## src/rtl/core/mi3_pkg.sv

```systemverilog
package mi3_pkg;

  // Element format and derived datapath widths.
  localparam int EW    = 32;              // element width
  localparam int FB    = 16;              // fractional bits
  localparam int CW    = 2 * EW + 1;      // cofactor width, signed
  localparam int NUM_W = CW + 2 * FB;     // shifted numerator magnitude
  localparam int DET_W = EW + CW + 2;     // determinant width, signed
  localparam int LO_W  = EW + 1;          // low slice of a cofactor in the det multiply
  localparam int HI_W  = CW - LO_W;       // high slice, signed
  localparam int TW    = DET_W + EW;      // trial subtract width in the divider

  // Pipeline stage numbers.
  localparam int S_PROD = 1;
  localparam int S_ADJ  = 2;
  localparam int S_PP   = 3;
  localparam int S_TERM = 4;
  localparam int S_SUM  = 5;
  localparam int S_DET  = 6;
  localparam int S_INIT = 7;
  localparam int S_SAT  = S_INIT + EW + 1;
  localparam int S_OUT  = S_SAT + 1;
  localparam int NSTG   = S_OUT;

  typedef logic signed [EW-1:0]  elem_t;
  typedef logic signed [CW-1:0]  cof_t;
  typedef logic [DET_W-1:0]      dmag_t;
  typedef logic [NSTG:1]         ld_t;
  typedef logic [EW:0][DET_W-1:0] dline_t;

  // Result of one lane after saturation.
  typedef struct packed {
    logic  ovf;
    elem_t val;
  } lane_res_t;

  // Adjugate element k = m[p]*m[q] - m[r]*m[s].
  localparam int ADJ_IDX [9][4] = '{
    '{4, 8, 5, 7}, '{2, 7, 1, 8}, '{1, 5, 2, 4},
    '{5, 6, 3, 8}, '{0, 8, 2, 6}, '{2, 3, 0, 5},
    '{3, 7, 4, 6}, '{1, 6, 0, 7}, '{0, 4, 1, 3}
  };

endpackage

```

## src/rtl/core/mi3_merge.sv

```systemverilog
module mi3_merge import mi3_pkg::*; (
  input  logic      clk,
  input  ld_t       ld,
  input  lane_res_t res [9],
  input  logic      zero,
  output elem_t     inv [9],
  output logic      singular,
  output logic      overflow
);

  elem_t inv_r [9];
  logic  singular_r;
  logic  overflow_r;
  logic  any_ovf;

  // Any lane that saturated flags the whole matrix.
  always_comb begin
    any_ovf = 1'b0;
    for (int k = 0; k < 9; k++) begin
      any_ovf = any_ovf | res[k].ovf;
    end
  end

  // A singular matrix gives all-zero elements.
  always_ff @(posedge clk) begin
    if (ld[S_OUT]) begin
      for (int k = 0; k < 9; k++) begin
        inv_r[k] <= zero ? elem_t'(0) : res[k].val;
      end
      singular_r <= zero;
      overflow_r <= ~zero & any_ovf;
    end
  end

  assign inv      = inv_r;
  assign singular = singular_r;
  assign overflow = overflow_r;

endmodule

```

## config.mk

```make
export PLATFORM = sky130hd
export DESIGN_NAME = mi3_merge
export DESIGN_NICKNAME = d
export VERILOG_FILES = /design/src/rtl/core/mi3_pkg.sv /design/src/rtl/core/mi3_merge.sv
export SDC_FILE = /design/constraint.sdc
export NUM_CORES = 1
export LEC_CHECK = 0
export BUFFER_PORTS_ARGS = -buffer_cell sky130_fd_sc_hd__clkbuf_2
export CAP_MARGIN = 10
export CELL_PAD_IN_SITES_DETAIL_PLACEMENT = 1
export CELL_PAD_IN_SITES_GLOBAL_PLACEMENT = 1
export CORE_AREA = 2 2 242 244
export DETAILED_ROUTE_END_ITERATION = 16
export DIE_AREA = 0 0 244 246
export PLACE_DENSITY = 0.58
export REMOVE_ABC_BUFFERS = 1
export SKIP_CTS_REPAIR_TIMING = 1
export SLEW_MARGIN = 0
export SYNTH_ARGS = -nofsm -noshare
export SYNTH_HDL_FRONTEND = slang
export SYNTH_SLANG_ARGS = --single-unit
```

## constraint.sdc

```tcl
create_clock -name clk -period 1.5 [get_ports clk]
set_input_delay 0.45 -clock clk [delete_from_list [all_inputs] [get_ports clk]]
set_output_delay 0.45 -clock clk [all_outputs]
set_load 0.1 [all_outputs]
```

==> impl_results.rst, run 1 <==
.. list-table::
   :header-rows: 1

   * - Metric
     - Value
   * - Outcome
     - finished, violations left
   * - Failing checks
     - negative setup slack
   * - Horizontal extent of the die
     - 244 µm
   * - Highest fanout seen on the critical path
     - 1
   * - Type of the setup path with the least slack
     - reg -> out
   * - Overall Power
     - 0.0266 W
   * - Number of sinks handled by clock tree synthesis
     - 290
   * - Pin count of the biggest net entering global routing
     - 57
   * - Arrival time at the worst endpoint
     - 1180 ps
   * - Total wire length after detailed routing
     - around 37000 µm
   * - Full die area
     - 0.0600 mm²
   * - Overall global routing resource usage
     - 12.0%
   * - Layout overhead on the synthesized area
     - 90.6%
   * - Post-layout min period
     - between 1500 and 2000 ps
   * - Final worst setup slack
     - -131 ps
   * - Multi-input gate area in the final layout
     - around 0.0018 mm²
   * - Mean area per synthesized cell
     - between 15 and 20 µm²
   * - Drc violations
     - 0
   * - Switching share of total power
     - a little over a third
   * - LEAKAGE
     - 8.19 nW
   * - 1st-iter DRT viols
     - 223
   * - Setup_tns
     - -26140 ps
   * - Global-route congestion overflow total
     - 0
   * - Unique masters post-synth
     - 9
   * - Final-report setup violation count
     - 290
   * - Total count of max-transition violations in the final report
     - 0
   * - Total internal power
     - 0.0173 W
   * - Number of rows created at floorplan
     - 88
   * - Max-capacitance violation count
     - 0
   * - Share of cells above drive strength 1
     - 53.3%
   * - Normalized max-slew margin
     - 73.7%
   * - Category of the worst setup path launch point
     - flop
   * - Fillers
     - 5937
   * - Cell family with most CP delay
     - flip-flops
   * - Critical path required time
     - 1050 ps
   * - Critical path capture point type
     - output port
   * - Final hold violation count
     - 0
   * - Biggest area contributors in the synthesized netlist
     - edfxtp_1 (81%), nor2b_1 (17%), buf_2 (1.0%), clkbuf_1 (0.28%), buf_4 (0.14%)
   * - Unrepaired setup endpoints after global routing
     - yes
   * - Fraction of power consumed by sequential logic
     - 38.3%
   * - Yosys warning total
     - 0
   * - Initial core utilization
     - 18.6%
   * - Post-route antenna net violation count
     - 0
   * - Largest stage delay on the critical path
     - 440 ps
   * - Post-synthesis instance total
     - 614
   * - Area of the core
     - 0.0574 mm²
   * - Tcrit/Tclk final
     - 109%
   * - Highest Clock Rate
     - ~610 MHz
   * - Slew of the pin with the lowest slew margin
     - between 300 and 400 ps
   * - Pre-antenna DRT Iters
     - 4
   * - Combined area of all synthesized cells
     - around 0.011 mm²
   * - Clock network power share
     - 30.6%
   * - Ordered list of cells on the worst path
     - buf_12
   * - Seq. cell area
     - 0.00871 mm²
   * - Number of I/O port buffers
     - 589
   * - First-pass GRT wire length
     - 53100 µm
   * - Maximum level of the CTS H-tree
     - 2
   * - Maximum root-to-sink buffer count
     - 3
   * - Per-cell via count in the routed design
     - 3.64
   * - Combinational group share of total power
     - 31.2%
   * - Total net switching power
     - 0.00936 W
   * - CP Buf/Inv Count
     - 1
   * - Number of vias after detailed routing
     - 7432
   * - Area leader, netlist
     - edfxtp_1
   * - Final Wtd Congestion
     - between 0.8 and 0.9
   * - Sequential fraction of the synthesis area
     - between 80 and 90%
   * - Max stage delay cell, worst path
     - edfxtp_1
   * - Number of antenna violations at the first check in global routing
     - 6
   * - TritonCTS buffer count
     - 36
   * - HPWL Detailed
     - about 30000 µm
   * - Class of the tightest hold or removal check
     - in -> reg
   * - Area fraction of the dominant cell type after synthesis
     - roughly four fifths
   * - Power density normalized to cell area
     - 1310 mW/mm²
   * - Count of pins on the block boundary
     - 630
   * - Vias in the first global route
     - between 8000 and 9000
   * - Total placed cells including tap cells
     - 1978
   * - Clk slew on worst S/H paths
     - 60 ps
   * - Peak supply drop
     - 0.787 mV
   * - Number of standard cells in the layout, taps in and fillers out
     - 2040
   * - Register bit count reported by yosys
     - between 200 and 300
   * - Hold slack
     - just under 200 ps
   * - N_diodes
     - 0
   * - Final net count
     - 1591
   * - TritonCTS clock tree
     - built
   * - CTS Root Cell
     - clkbuf_16
   * - Final routed wire length divided by cell count
     - 18.1 µm
   * - Overall die height
     - 246 µm
-- cells by family after synthesis --
| logic type | after synthesis | synth area share, % |
|---|---|---|
| flip-flops | 290 | 81.5 |
| buffers and inverters | 32 | 1.45 |
| AO/OA/AOI/OAI | 1 | 0.0586 |
| AND/OR/NAND/NOR | 291 | 17.0 |
-- per-stage QoR --
stage | util, % | setup slack, ps | instance area [µm²]
after floorplan | - | 146 | 10500
after global placement | 33.6 | 87.9 | 19300
after detailed placement | 33.6 | 67.8 | 19300
after CTS | 35.5 | -202 | 20400
after global routing | 35.5 | -198 | 20400
final | 35.5 | -131 | 20400
-- worst paths after layout --
path / end / slack [ps] / cells after the start / start
worst min-delay path: inv[209] / 200 / 2 / res[215]
worst max-delay path: inv[169] / -130 / 1 / inv[169]
-- layout make-up --
| cell class | instances | area share (%) |
|---|---|---|
| Sequential cell | 290 | 42.8 |
| Tap cell | 765 | 4.70 |
| Clock buffer | 48 | 4.75 |
| Clock inverter | 14 | 0.559 |
| Timing Repair Buffer | 631 | 38.3 |
| Multi-Input combinational cell | 292 | 8.95 |
-- sequential cells by signal, summed over array words and instances, names as in the netlist --
name,count
inv,288
overflow,1
singular,1
-- power by group through the flow --
stage / Clock (W) / Sequential (W) / Combinational, W
floorplan: 0 / 0.0146 / 0.000263
global placement: 0 / 0.0103 / 0.00832
detailed placement: 0 / 0.0104 / 0.00837
CTS: 0.00850 / 0.0102 / 0.00839
global route: 0.00876 / 0.0103 / 0.00851
finish: 0.00814 / 0.0102 / 0.00830
-- metal layers --
metal | track usage, % | part of all wire [%] | wire length (µm) | up-vias
li1 | - | - | - | 3423
met1 | 12.0 | 34 | 12400 | 3582
met2 | 22.0 | 53 | 19800 | 349
met3 | 5.07 | 10 | 3690 | 70
met4 | 4.38 | 2.8 | 1040 | 8
met5 | 0 | 0.14 | 52 | -
-- placed cells by master (no fill, tap or decap), types with 2 or more instances in the layout --
master,synthesis,layout
edfxtp_1,290,290
buf_4,2,29
inv_6,0,4
clkbuf_1,8,11
clkinv_2,0,5
nor2b_1,288,288
clkbuf_2,0,297
buf_8,0,2
clkinv_1,0,2
buf_12,0,303
clkbuf_16,0,37
-- synth_stat cells --
| cell type | instances |
|---|---|
| nor4_1 | 1 |
| edfxtp_1 | 290 |
| buf_4 | 2 |
| nor3_1 | 1 |
| nor2_1 | 1 |
| buf_2 | 22 |
| nor2b_1 | 288 |
| a31oi_1 | 1 |
| clkbuf_1 | 8 |
(Power assumes the default switching activity.)
==> inputs of run 2 (changes only) <==
==> constraint.sdc (replaced) <==
create_clock -name clk -period 2.1 [get_ports clk]
set_input_delay 0.42 -clock clk [delete_from_list [all_inputs] [get_ports clk]]
set_output_delay 0.42 -clock clk [all_outputs]
set_load 0.1 [all_outputs]
==> run 2 against run 1 <==
  * The flow now finishes without violations
  * Die area unchanged
  * Sequential cell count unchanged
  * Routed wire length decreased by 8.1%
  * Global-route usage decreased by 1.2 points
  * Critical path depth unchanged
  * Via count decreased by 1.7%
  * Sequential power decreased by 31%
  * Combinational power decreased by 46%
  * Setup slack improved by 430 ps
  * Cell count decreased by 1.0%
  * Design area decreased by 22%
  * Critical path type unchanged
  * Critical endpoint is now inv[268]
  * Largest cell class unchanged
==> impl_results.rst, run 2 (synthesis gave the netlist of run 1 again) <==
.. list-table::
   :header-rows: 1

   * - Metric
     - Value
   * - Outcome
     - finished, final reports clean
   * - Initial core utilization
     - 18.6%
   * - Count of pins on the block boundary
     - 630
   * - Maximum root-to-sink buffer count
     - 3
   * - Final net count
     - 1568
   * - 1st-iter DRT viols
     - roughly 250
   * - Ordered list of cells on the worst path
     - clkbuf_2
   * - Unrepaired setup endpoints after global routing
     - no
   * - Number of I/O port buffers
     - slightly below 600
   * - Critical path required time
     - approximately 1700 ps
   * - Critical path capture point type
     - output port
   * - Slew of the pin with the lowest slew margin
     - 630 ps
   * - Overall global routing resource usage
     - a little over a tenth
   * - Final hold violation count
     - 0
   * - Leading cell type in the layout, fill and taps excluded
     - clkbuf_2
   * - Post-layout min period
     - 1810 ps
   * - First-pass GRT wire length
     - 48500 µm
   * - LEAKAGE
     - 6.57 nW
   * - Layout overhead on the synthesized area
     - 48.2%
   * - Overall Power
     - 0.0176 W
   * - Pin count of the biggest net entering global routing
     - 69
   * - Horizontal extent of the die
     - between 200 and 250 µm
   * - Area of the core
     - 0.0574 mm²
   * - CTS Root Cell
     - clkbuf_16
   * - Overall die height
     - 246 µm
   * - Per-cell via count in the routed design
     - 3.62
   * - Pre-antenna DRT Iters
     - 4
   * - Final routed wire length divided by cell count
     - 16.8 µm
   * - TritonCTS clock tree
     - built
   * - Number of vias after detailed routing
     - 7309
   * - Vias in the first global route
     - between 7000 and 8000
   * - Hold endpoint
     - inv[52]
   * - Highest Clock Rate
     - 554 MHz
   * - Hold slack
     - 189 ps
   * - Setup_tns
     - 0 ps
   * - Peak supply drop
     - 0.473 mV
   * - Category of the worst setup path launch point
     - flop
   * - CP Buf/Inv Count
     - 1
   * - Number of antenna violations at the first check in global routing
     - 4
   * - Total net switching power
     - 0.00638 W
   * - Switching share of total power
     - 36.2%
   * - Total count of max-transition violations in the final report
     - 0
   * - Post-Route Utilization
     - 27.6%
   * - Largest stage delay on the critical path
     - approximately 480 ps
   * - Fraction of power consumed by sequential logic
     - 39.8%
   * - Worst min-delay path startpoint
     - res[53]
   * - Type of the setup path with the least slack
     - reg -> out
   * - Final-report setup violation count
     - 0
   * - Power density normalized to cell area
     - 1110 mW/mm²
   * - Arrival time at the worst endpoint
     - 1390 ps
   * - HPWL Detailed
     - between 20000 and 30000 µm
   * - Drc violations
     - 0
   * - Share of cells above drive strength 1
     - 52.7%
   * - Cell family with most CP delay
     - buffers and inverters
   * - Most frequent cells in the layout
     - clkbuf_2 (587), edfxtp_1 (290), nor2b_1 (288), clkbuf_16 (37), buf_4 (13)
   * - Number of sinks handled by clock tree synthesis
     - 290
   * - Clk slew on worst S/H paths
     - 60 ps
   * - Highest fanout seen on the critical path
     - 1
   * - TritonCTS buffer count
     - 36
   * - Post-route antenna net violation count
     - 0
   * - Normalized max-slew margin
     - 58.2%
   * - Global-route congestion overflow total
     - 0
   * - Total wire length after detailed routing
     - 34000 µm
   * - Largest register FFs
     - 288
   * - Class of the tightest hold or removal check
     - in -> reg
   * - Number of rows created at floorplan
     - 88
   * - Final Wtd Congestion
     - about 0.8
   * - Max stage delay cell, worst path
     - clkbuf_2
   * - Tcrit/Tclk final
     - 86.0%
   * - Min-Delay Path Depth
     - 2
   * - Full die area
     - 0.0600 mm²
   * - Clock network power share
     - 34.8%
   * - Total internal power
     - 0.0112 W
   * - Maximum level of the CTS H-tree
     - 2
   * - Combinational group share of total power
     - 25.4%
   * - Max-capacitance violation count
     - 0
-- run 2: cell count changes in the layout (fill, tap and decap cells not counted), moves of 2 or more --
cell,change
buf_12,-297
buf_4,-16
bufinv_16,+3
clkbuf_1,-7
clkbuf_2,+290
clkinv_1,+5
clkinv_4,+2
inv_6,-3
-- run 2: layer usage --
layer	wire length, µm	vias to the layer above	track usage (%)
met1	12400	3553	11.7
met5	0	-	0
li1	-	3374	-
met3	3390	45	4.69
met2	17400	337	19.0
met4	733	0	3.25
-- run 2: final cells by class --
type                       instances  area [µm²]
multi-input combinational        292        1820
clock inverter                    22         219
tap                              765         957
fill                            6392       41500
antenna                            1        2.50
sequential                       290        8710
clock buffer                      41         941
timing repair buffer             608        3190
-- run 2: metrics by stage --
| step | worst slack [ps] | instances | area, µm² |
|---|---|---|---|
| floorplan | 776 | 582 | 10500 |
| global placement | 536 | 1955 | 14700 |
| detailed placement | 495 | 1955 | 14700 |
| CTS | 210 | 2018 | 15800 |
| global route | 232 | 2018 | 15800 |
| finish | 294 | 2019 | 15800 |
-- run 2: how the worst max path moves through the flow --
stage | start | to | slack (ps) | cells after the start
after floorplan | inv[0] | inv[0] | 780 | 0
after global placement | zero | inv[102] | 540 | 3
after detailed placement | zero | inv[130] | 490 | 3
after CTS | inv[268] | inv[268] | 210 | 1
after global routing | inv[19] | inv[19] | 230 | 1
final | inv[268] | inv[268] | 290 | 1
-- run 2: power groups by stage --
stage          sequential (W)  combinational [W]  clock [W]
2_1_floorplan          0.0104           0.000188          0
3_3_place_gp          0.00711            0.00451          0
3_5_place_dp          0.00714            0.00452          0
4_1_cts               0.00702            0.00453    0.00637
5_1_grt               0.00706            0.00462    0.00657
6_report              0.00701            0.00448    0.00613
==> inputs of run 3 (changes only) <==
Settings changed: ABC_AREA set to 1, CORE_AREA 2 2 242 244 to 2 2 244 246, DIE_AREA 0 0 244 246 to 0 0 246 248, PLACE_DENSITY 0.58 to 0.61.
==> run 3 against run 2 <==
  * Clock power shrank 6.0%
  * First-iteration DRC count increased by 47%
  * Utilization is 0.11 points higher
  * Combinational power rose by 2%
  * Fmax decreased by 2.4%
  * Routed wire length up 2.8%
  * Clock-buffer cell count up 3
  * Design area up 2.3%
  * Synthesized cell count increased by 48%
  * Sequential power barely moved
  * Setup slack lost 45 ps
  * Sequential cell count unchanged
  * Critical path type unchanged
  * Critical endpoint is now inv[275]
==> impl_results.rst, run 3 <==
.. list-table::
   :header-rows: 1

   * - Metric
     - Value
   * - Leading cell type in the layout, fill and taps excluded
     - clkbuf_2
   * - Slew of the pin with the lowest slew margin
     - 604 ps
   * - Register bit count reported by yosys
     - 290
   * - Post-layout min period
     - 1850 ps
   * - Highest Clock Rate
     - 540 MHz
   * - Most frequent cells in the layout
     - clkbuf_2 (587), nor2_1 (294), edfxtp_1 (290), inv_1 (289), clkbuf_16 (37)
   * - Unrepaired setup endpoints after global routing
     - no
   * - Yosys warning total
     - 0
   * - Tcrit/Tclk final
     - 88.1%
   * - Sequential fraction of the synthesis area
     - between 70 and 80%
   * - Final net count
     - 1864
   * - Maximum level of the CTS H-tree
     - 2
   * - Overall die height
     - ~250 µm
   * - Flip-flop cell with the highest count after synthesis
     - edfxtp_1
   * - Critical path capture point type
     - output port
   * - 1st-iter DRT viols
     - around 370
   * - Category of the worst setup path launch point
     - flop
   * - Power density normalized to cell area
     - 1070 mW/mm²
   * - Class of the tightest hold or removal check
     - in -> reg
   * - Count of pins on the block boundary
     - 630
   * - Full die area
     - 0.0610 mm²
   * - CP Buf/Inv Count
     - 1
   * - Final-report setup violation count
     - 0
   * - Number of sinks handled by clock tree synthesis
     - 290
   * - Setup_tns
     - 0 ps
   * - Total count of max-transition violations in the final report
     - 0
   * - Per-cell via count in the routed design
     - around 3.6
   * - Largest register FFs
     - 288
   * - Horizontal extent of the die
     - 246 µm
   * - Hold slack
     - 171 ps
   * - Number of rows created at floorplan
     - 89
   * - Peak supply drop
     - roughly 0.54 mV
   * - Final Wtd Congestion
     - 0.805
   * - Mean area per synthesized cell
     - 12.4 µm²
   * - Number of I/O port buffers
     - approximately 600
   * - First-pass GRT wire length
     - slightly above 50000 µm
   * - Area after detailed placement
     - 0.0151 mm²
   * - Number of vias after detailed routing
     - 8275
   * - TritonCTS clock tree
     - built
   * - Design Area, Final
     - 0.0162 mm²
   * - Pre-antenna DRT Iters
     - 4
   * - Largest stage delay on the critical path
     - 480 ps
   * - Unique masters post-synth
     - 8
   * - Combined area of all synthesized cells
     - 0.0112 mm²
   * - Max stage delay cell, worst path
     - clkbuf_2
   * - Initial core utilization
     - 19.2%
   * - Share of cells above drive strength 1
     - ~43%
   * - Clk slew on worst S/H paths
     - 60 ps
   * - Most instantiated library cell after synthesis
     - nor2_1
   * - Critical path required time
     - 1680 ps
   * - Post-synthesis instance total
     - 907
   * - Top cells by count, synth
     - nor2_1 (294), edfxtp_1 (290), inv_1 (289), buf_6 (24), buf_2 (7)
   * - Max-capacitance violation count
     - 0
   * - Type of the setup path with the least slack
     - reg -> out
   * - Ordered list of cells on the worst path
     - clkbuf_2
   * - Cell family with most CP delay
     - buffers and inverters
   * - Post-route antenna net violation count
     - 0
   * - Total wire length after detailed routing
     - 34900 µm
   * - Pin count of the biggest net entering global routing
     - 85
   * - Normalized max-slew margin
     - about three fifths
   * - HPWL Detailed
     - about 27000 µm
   * - Number of enable-type register cells in the synthesized netlist
     - 290
   * - Maximum root-to-sink buffer count
     - 3
   * - Vias in the first global route
     - 8738
   * - Highest fanout seen on the critical path
     - 1
   * - Final hold violation count
     - 0
   * - Overall global routing resource usage
     - between 10% and 20%
   * - Drc violations
     - 0
   * - Proportion of register bits with asynchronous set or reset after synthesis
     - 0%
   * - TritonCTS buffer count
     - 36
   * - Global-route congestion overflow total
     - 0
   * - Final routed wire length divided by cell count
     - roughly 15 µm
   * - Area of the core
     - 0.0585 mm²
   * - Area leader, netlist
     - edfxtp_1
   * - Outcome
     - finished, final reports clean
   * - Overall Power
     - 0.0173 W
   * - Arrival time at the worst endpoint
     - about 1400 ps
   * - Biggest area contributors in the synthesized netlist
     - edfxtp_1 (78%), nor2_1 (9.8%), inv_1 (9.7%), buf_6 (2.4%), buf_2 (0.31%)
   * - Number of antenna violations at the first check in global routing
     - 7
   * - LEAKAGE
     - 8.04 nW
   * - Area fraction of the dominant cell type after synthesis
     - 77.6%
   * - CTS Root Cell
     - clkbuf_16
   * - Layout overhead on the synthesized area
     - 44.4%
run 3: cell type report:
| class | count | area [µm²] |
|---|---|---|
| diodes | 2 | 5.00 |
| well taps | 773 | 967 |
| multi-input cells | 296 | 1110 |
| clock inverters | 19 | 128 |
| fillers | 6813 | 42300 |
| clock buffers | 44 | 952 |
| flip-flops and latches | 290 | 8710 |
| inverters | 289 | 1080 |
| repair buffers | 611 | 3250 |
run 3: routing by layer:
layer  part of all wire, %  up-vias  track usage (%)
li1                      -     3967                -
met1                    37     3931             11.6
met2                    52      314             19.5
met3                   8.8       53             3.96
met4                   2.1       10             3.57
met5                  0.16        -                0
run 3: power by group:
part           leakage, nW  switching [W]  internal, W  total (W)
Combinational         4.72        0.00393     0.000619    0.00455
Clock                0.528        0.00241      0.00335    0.00576
Sequential            2.80       0.000129      0.00688    0.00701
run 3: cell families (layout without fill, tap and decap cells):
logic type             Yosys count  count (layout)  share of synthesized area, %
DFF                            290             290                          77.6
other                            0               2                             0
buffers and inverters          321             963                          12.5
and+or+nand+nor                296             296                          9.92
run 3: worst paths after layout:
path | start | to | slack, ps | depth (start not counted)
max | inv[275] | inv[275] | 250 | 1
min | res[177] | inv[172] | 170 | 3
run 3: tightest hold or removal path: stages:
cell and delay, ps:
clkbuf_2 70, inv_1 30, nor2_1 60
run 3: stage by stage:
step | utilization [%] | setup slack, ps | cells
2_1_floorplan | - | 776 | 875
3_3_place_gp | 25.9 | 604 | 2259
3_5_place_dp | 25.9 | 570 | 2259
4_1_cts | 27.7 | 196 | 2322
5_1_grt | 27.7 | 186 | 2323
6_report | 27.7 | 250 | 2324
